**config.mk**
```make
export PLATFORM = sky130hd
export DESIGN_NAME = rci_outq
export DESIGN_NICKNAME = d
export VERILOG_FILES = /design/src/hdl/rci_pkg.sv /design/src/hdl/rci_outq.sv
export SDC_FILE = /design/constraint.sdc
export NUM_CORES = 1
export LEC_CHECK = 0
export ABC_AREA = 1
export BUFFER_PORTS_ARGS = -buffer_cell sky130_fd_sc_hd__buf_4
export CELL_PAD_IN_SITES_DETAIL_PLACEMENT = 1
export CELL_PAD_IN_SITES_GLOBAL_PLACEMENT = 1
export CORE_MARGIN = 5
export CORE_UTILIZATION = 29
export CTS_CLUSTER_DIAMETER = 50
export DETAILED_ROUTE_END_ITERATION = 6
export GPL_TIMING_DRIVEN = 0
export PLACE_DENSITY = 0.56
export SLEW_MARGIN = 20
export SYNTH_ARGS = -nofsm -noshare
export SYNTH_HDL_FRONTEND = slang
export SYNTH_SLANG_ARGS = --single-unit
```
**constraint.sdc**
```tcl
create_clock -name clk -period 6.3 [get_ports clk]
set_clock_uncertainty 0.05 [all_clocks]
set_input_delay 0.63 -clock clk [delete_from_list [all_inputs] [get_ports clk]]
set_output_delay 0.63 -clock clk [all_outputs]
set_load 0.02 [all_outputs]
```
**src/hdl/rci_pkg.sv**
```systemverilog
// Shared widths, stage records and helpers for the ray / cylinder intersect pipeline.
// No dependencies; every other file in hdl imports this package.
package rci_pkg;

    localparam int FRAC_BITS   = 16;
    localparam int COORD_WIDTH = 32;

    localparam int FIELD_W = 32;
    localparam int CW_EFF  = (COORD_WIDTH > FIELD_W) ? FIELD_W : COORD_WIDTH;
    localparam int RAD_W   = 31;
    localparam int DIST_W  = 31;
    localparam int CNT_W   = 2;
    localparam int IDX_W   = 2;
    localparam int HALF_W  = 32;

    localparam int DIFF_W = FIELD_W + 1;        // origin minus centre
    localparam int SQ_W   = 2 * FIELD_W;        // dx*dx
    localparam int PROD_W = FIELD_W + DIFF_W;   // dx*X
    localparam int H_W    = PROD_W + 1;         // h and cross term
    localparam int A_W    = 64;                 // dx^2 + dy^2, at most 2^63
    localparam int R2_W   = 2 * RAD_W;
    localparam int C_W    = 63;                 // cross term magnitude when real
    localparam int D_W    = 126;                // discriminant
    localparam int S_W    = D_W / 2;            // square root
    localparam int N_W    = H_W + 1;            // signed root numerator
    localparam int NM_W   = N_W - 1;
    localparam int EPS_W  = NM_W + 14;          // numerator times 10000
    localparam int Q_W    = DIST_W;
    localparam int DIV_W  = A_W + Q_W;          // divider remainder

    localparam logic [DIST_W-1:0] DIST_MAX     = '1;
    localparam logic [RAD_W-1:0]  RADIUS_RESET = RAD_W'(65536);

    localparam logic [IDX_W-1:0] REG_CENTRE_X = 2'd0;
    localparam logic [IDX_W-1:0] REG_CENTRE_Y = 2'd1;
    localparam logic [IDX_W-1:0] REG_RADIUS   = 2'd2;

    typedef struct packed {
        logic                  valid;
        logic                  degen;
        logic                  real_ok;
        logic signed [H_W-1:0] h;
        logic [A_W-1:0]        a;
        logic [D_W-1:0]        d;
    } front_t;

    typedef struct packed {
        logic                  valid;
        logic                  degen;
        logic                  real_ok;
        logic signed [H_W-1:0] h;
        logic [A_W-1:0]        a;
        logic [S_W-1:0]        s;
    } root_in_t;

    typedef struct packed {
        logic               valid;
        logic               degen;
        logic [CNT_W-1:0]   count;
        logic               sat1;
        logic               sat2;
        logic [A_W-1:0]     a;
        logic [DIV_W-1:0]   num1;
        logic [DIV_W-1:0]   num2;
    } div_in_t;

    typedef struct packed {
        logic [CNT_W-1:0]  hit_count;
        logic [DIST_W-1:0] first_distance;
        logic [DIST_W-1:0] second_distance;
        logic              degenerate;
    } res_t;

    function automatic logic signed [FIELD_W-1:0] sext_coord(input logic [FIELD_W-1:0] v);
        logic signed [FIELD_W-1:0] t;
        t = v << (FIELD_W - CW_EFF);
        return t >>> (FIELD_W - CW_EFF);
    endfunction

endpackage

```
**src/hdl/rci_outq.sv**
```systemverilog
// Two-entry output queue; its fill level gates the whole pipeline.
// Depends on rci_pkg.
module rci_outq (
    input  logic           clk,
    input  logic           rst_n,
    input  logic           res_valid,
    input  rci_pkg::res_t  res_in,
    input  logic           out_stall,
    output logic           en,
    output logic           out_valid,
    output rci_pkg::res_t  res_out
);
    import rci_pkg::*;

    localparam int QDEPTH = 2;
    localparam int QCNT_W = $clog2(QDEPTH + 1);

    logic [QCNT_W-1:0] cnt_reg, cnt_next;
    logic              wr_ptr_reg, wr_ptr_next;
    logic              rd_ptr_reg, rd_ptr_next;
    res_t              slot_reg [QDEPTH];
    logic              push, pop;

    // full queue freezes every stage; one free slot absorbs the item in flight
    assign en        = (cnt_reg != QCNT_W'(QDEPTH));
    assign out_valid = (cnt_reg != '0);
    assign res_out   = slot_reg[rd_ptr_reg];
    assign push      = en && res_valid;
    assign pop       = out_valid && !out_stall;

    always_comb
    begin
        wr_ptr_next = wr_ptr_reg ^ push;
        rd_ptr_next = rd_ptr_reg ^ pop;
        unique case ({push, pop})
            2'b10:   cnt_next = cnt_reg + QCNT_W'(1);
            2'b01:   cnt_next = cnt_reg - QCNT_W'(1);
            default: cnt_next = cnt_reg;
        endcase
    end

    always_ff @(posedge clk or negedge rst_n)
    begin
        if (!rst_n)
        begin
            cnt_reg    <= '0;
            wr_ptr_reg <= 1'b0;
            rd_ptr_reg <= 1'b0;
        end
        else
        begin
            cnt_reg    <= cnt_next;
            wr_ptr_reg <= wr_ptr_next;
            rd_ptr_reg <= rd_ptr_next;
        end
    end

    always_ff @(posedge clk)
    begin
        if (push)
            slot_reg[wr_ptr_reg] <= res_in;
    end

endmodule

```
# Yosys cells after proc, flatten, opt, wreduce, memory -nomap -nowiden
# Memories as Yosys holds them, arrays and structs flattened.
# Cells that the tools add are included.
# totals
register_bits	4
latch_bits	0
ram_bits	130
rom_bits	0
in_bits	69
output_inout_bits	67
word_cells	19
mem_count	1
# mem_list
name	words	width	read_ports	rd_ports_with_merged_regs	wr	line	rtl
slot_reg	2	65	1	0	1	rci_outq.sv:21	res_t slot_reg [QDEPTH];
# classes
addsub	2
multipliers	0
div_mod_pow	0
order_cmp	0
n_eq_ne	3
shifts	0
muxes	3
bitwise	2
n_reduce_logical	5
# ops
op	n
one-hot mux 2 bit (2 select lines)	1
nonzero test 2 bit	2
adder 2 x 1 -> 2 bit, second input constant	1
equality test 2 x 1 -> 1 bit, second input constant	1
equality test 2 bit, second input constant	1
logical AND 1 bit	2
two-way mux 1 bit	2
inequality test 2 bit, second input constant	1
subtractor 2 x 1 -> 2 bit, second input constant	1
XOR 1 bit	2
zero test 1 bit	1

# Longest topological paths before layout
# logic_depth
word_depth	4
depth_mapped	10
depth_no_buf	10

# Worst setup path before layout
# Ideal clock, no wire load.
# synth_path
path_kind	register to register
startpoint	reg cnt_reg[0]
endpoint	mem slot_reg[1][0] (netlist name) (enable)
setup_ns	0.430
arrival_ns	2.352
required_ns	5.820
path_slack_ns	3.468
stages_incl_launch_ff	6
path_buffers	0
period_less_slack_ns	2.832
path_cell_list	dfrtp_1 -> inv_1 -> nand2_1 -> nand2_1 -> inv_1 -> ha_1
# synth_via
elab_chain_cells	4
# synth_rtl
item	line	rtl
from (decl)	rci_outq.sv:18	logic [QCNT_W-1:0] cnt_reg, cnt_next;
from (signal assigned)	rci_outq.sv:52	cnt_reg <= cnt_next;
inequality test 2 bit	rci_outq.sv:25	assign en = (cnt_reg != QCNT_W'(QDEPTH));
named net en	rci_outq.sv:9	output logic en,
logical AND 1 bit	rci_outq.sv:28	assign push = en && res_valid;
two-way mux 1 bit	rci_outq.sv:60	if (push)
two-way mux 1 bit (implied by the code)	rci_outq.sv:61	slot_reg[wr_ptr_reg] <= res_in;
to (decl)	rci_outq.sv:21	
# The timed path passes the listed nets, and every way through them passes these cells.

==> run summary <==
Max Buffers Root-to-Sink = 2
Yosys reg bits = 134
Setup repair after global routing missed its margin = false
Worst hold path startpoint = res_in[49]
Leftover overflow at the end of global routing = 0
Layout area overhead = 38.68%
GR peak layer = met2
Floorplan die area = 0.01980 mm²
Number of flip-flops under the largest register name = 130
Clock buffers created by TritonCTS = 17
Setup tns final = 0 ps
Layout cells sized above 1 = 33.89%
EDFF count, synth = 130
M3 GR Usage = 5.588%
Req. time, crit path = 5620 ps
Starting Density = 29.67%
Largest net degree at the start of global routing = 42
Peak Freq = 417.6 MHz
Met2 capacity usage during global routing = 20.04%
Final-stage net count = 599
Post-synthesis instance area = 0.004956 mm²
Combined global-route utilization of all metal layers = 12.14%
Boundary Pins = 136
CTS tree = built
Final design area excluding fillers = 0.006873 mm²
Synth async-reset ratio = 2.985%
Launch point of the worst reg-to-reg path = cnt_reg[0]
Number of global-route vias before repair = 3595
Synth area leaders = edfxtp_1 79%, nand2_1 16%, dfrtp_1 2.0%, buf_2 0.91%, buf_4 0.76%
Commonest register cell after synthesis = edfxtp_1
Instance area after placement = 0.006325 mm²
Critical path peak fanout = 10
DR pass1 iterations = 4
Path category of the worst min-delay check = primary input to flop
Worst hold path cell count = 1
Number of standard cells after synthesis = 370
Fraction of the cycle the final worst path needs = 38.01%
Clock Sinks = 134
Setup Fix Bufs, Post-CTS = 0
Least-Margin Pin Slew = 456.6 ps
Final Critical Period = 2395 ps
R2R cell count = 6
Standby leakage power = 0.002944 µW
Crit Path Category = flop to output port
H-tree levels = 4
Utilization after layout = 41.15%
Final max-slew violation count = 0
Syn nets = 442
Share of the synthesized area in the top cell type = 78.77%
Row count = 47
Remaining design rule violation count = 0
Number of maximum-capacitance violations = 0
Die width = 140.7 µm
Capture point of the worst reg-to-reg path = slot_reg[1][63]
Wire length of the first global-routing pass = 18.55 mm
Endpoint class of the critical path = output port
Commonest cells post-synth = 205 x nand2_1, 130 x edfxtp_1, 9 x buf_2, 9 x inv_1, 5 x buf_4
Antenna violations before repair = 0
Average instance area after synthesis = 13.39 µm²
Power per standard cell area = 509.1 mW/mm²
Placed wire-length estimate = 8.103 mm
Post-DR vias/cell = 4.259
Worst Path Arrival = 1710 ps
Library cell occupying the most area in the post-synthesis netlist = edfxtp_1
CTS Root Cell = clkbuf_16
Synth warn = 0
Routed wire length = 11.79 mm
Count of final setup violators = 0
Latest clock arrival within the worst-skew pair = 400 ps
Hold EP = slot_reg[0][49]
Met1 Resource Use GR = 14.01%
Flop2flop setup slack = 4400 ps
DR iter-0 viols = 117
Weighted congestion reported at the end of routability-driven placement = 0.7093
Peak supply drop = 0.2246 mV
Core Region = 0.01670 mm²
Vias = 3237
Wire length per cell after detailed routing = 15.52 µm
Relative slew slack = 69.56%
CTS clk-pin slew, worst paths = 60 ps
Unique cell type count in the Yosys netlist = 11
Final hold violations = 0
Number of inserted diodes = 0
Most frequently used cell type in the post-synthesis netlist = nand2_1
Chip height = 140.7 µm
Status = complete, no violations
Number of nets still failing antenna checks after routing = 0
Fraction of the yosys area taken by sequential cells = 80.79%
Buffers added on ports = 135
Worst Setup Start Kind = flop
[report_power, final]
group | internal, µW | switching (µW) | total, µW
sequential | 1220 | 52.6 | 1270
combinational | 486 | 845 | 1330
clock | 535 | 360 | 895
[cells by family (layout without fill, tap and decap cells)]
family / after synthesis / after routing / share of synthesized area [%]
AND/OR/NAND/NOR: 208 / 208 / 15.85
flip-flops: 134 / 134 / 80.79
buffers and inverters: 24 / 194 / 2.424
adder cells (fa/ha/maj): 3 / 3 / 0.7575
XOR/XNOR: 1 / 1 / 0.1768
[routing by layer]
metal | vias to the layer above | part of all wire [%]
li1 | 1559 | -
met1 | 1572 | 42
met2 | 97 | 49
met3 | 9 | 8.7
met4 | 0 | 0.91
met5 | - | 0
[critical path: stages, from the launching register on]
cell and delay, ps:
dfrtp_1 410, inv_2 80, buf_4 190, buf_2 250, nand2_1 100, nand2_1 120
buf_4 160
[worst max path at each step]
stage	slack [ps]	endpoint	cells past startpoint	from
2_1_floorplan	3470	slot_reg[1][0]	5	cnt_reg[0]
3_3_place_gp	2320	slot_reg[1][22]	4	res_valid
3_5_place_dp	4190	slot_reg[1][26]	5	res_valid
4_1_cts	3860	res_out[46]	6	rd_ptr_reg
5_1_grt	3750	res_out[46]	6	rd_ptr_reg
6_report	3910	res_out[46]	6	rd_ptr_reg
[through the flow]
step / instances / power [µW] / hold slack [ps] / worst slack (ps)
2_1_floorplan: 370 / 2025 / 284.4 / 3468
3_3_place_gp: 725 / 2617 / 382.8 / 2320
3_5_place_dp: 727 / 2666 / 382.1 / 4190
4_1_cts: 760 / 3578 / 326.3 / 3858
5_1_grt: 760 / 3713 / 320.7 / 3754
6_report: 760 / 3499 / 353.1 / 3905
[layout make-up]
class	count	area, µm²
Sequential cell	134	4004
Tap cell	220	275.3
Clock inverter	15	112.6
Fill cell	1775	9828
Timing Repair Buffer	138	1079
Multi-Input combinational cell	212	857.1
Clock buffer	17	425.4
Inverter	10	37.54
Buffer	14	82.58
[cells in the final DEF (no fill, tap or decap), drive strengths merged, types with 2 or more instances in the layout]
master	n
buf	151
clkbuf	17
clkinv	10
clkinvlp	2
dfrtp	4
edfxtp	130
ha	3
inv	12
nand2	205
nand3	2
[what timing repair did]
action                                 in CTS  in global routing
hold buffers                                1                  0
gates resized for setup                     0                  0
endpoints found under the hold margin       4                  0
No activity file was read; power rests on OpenSTA's default activity.
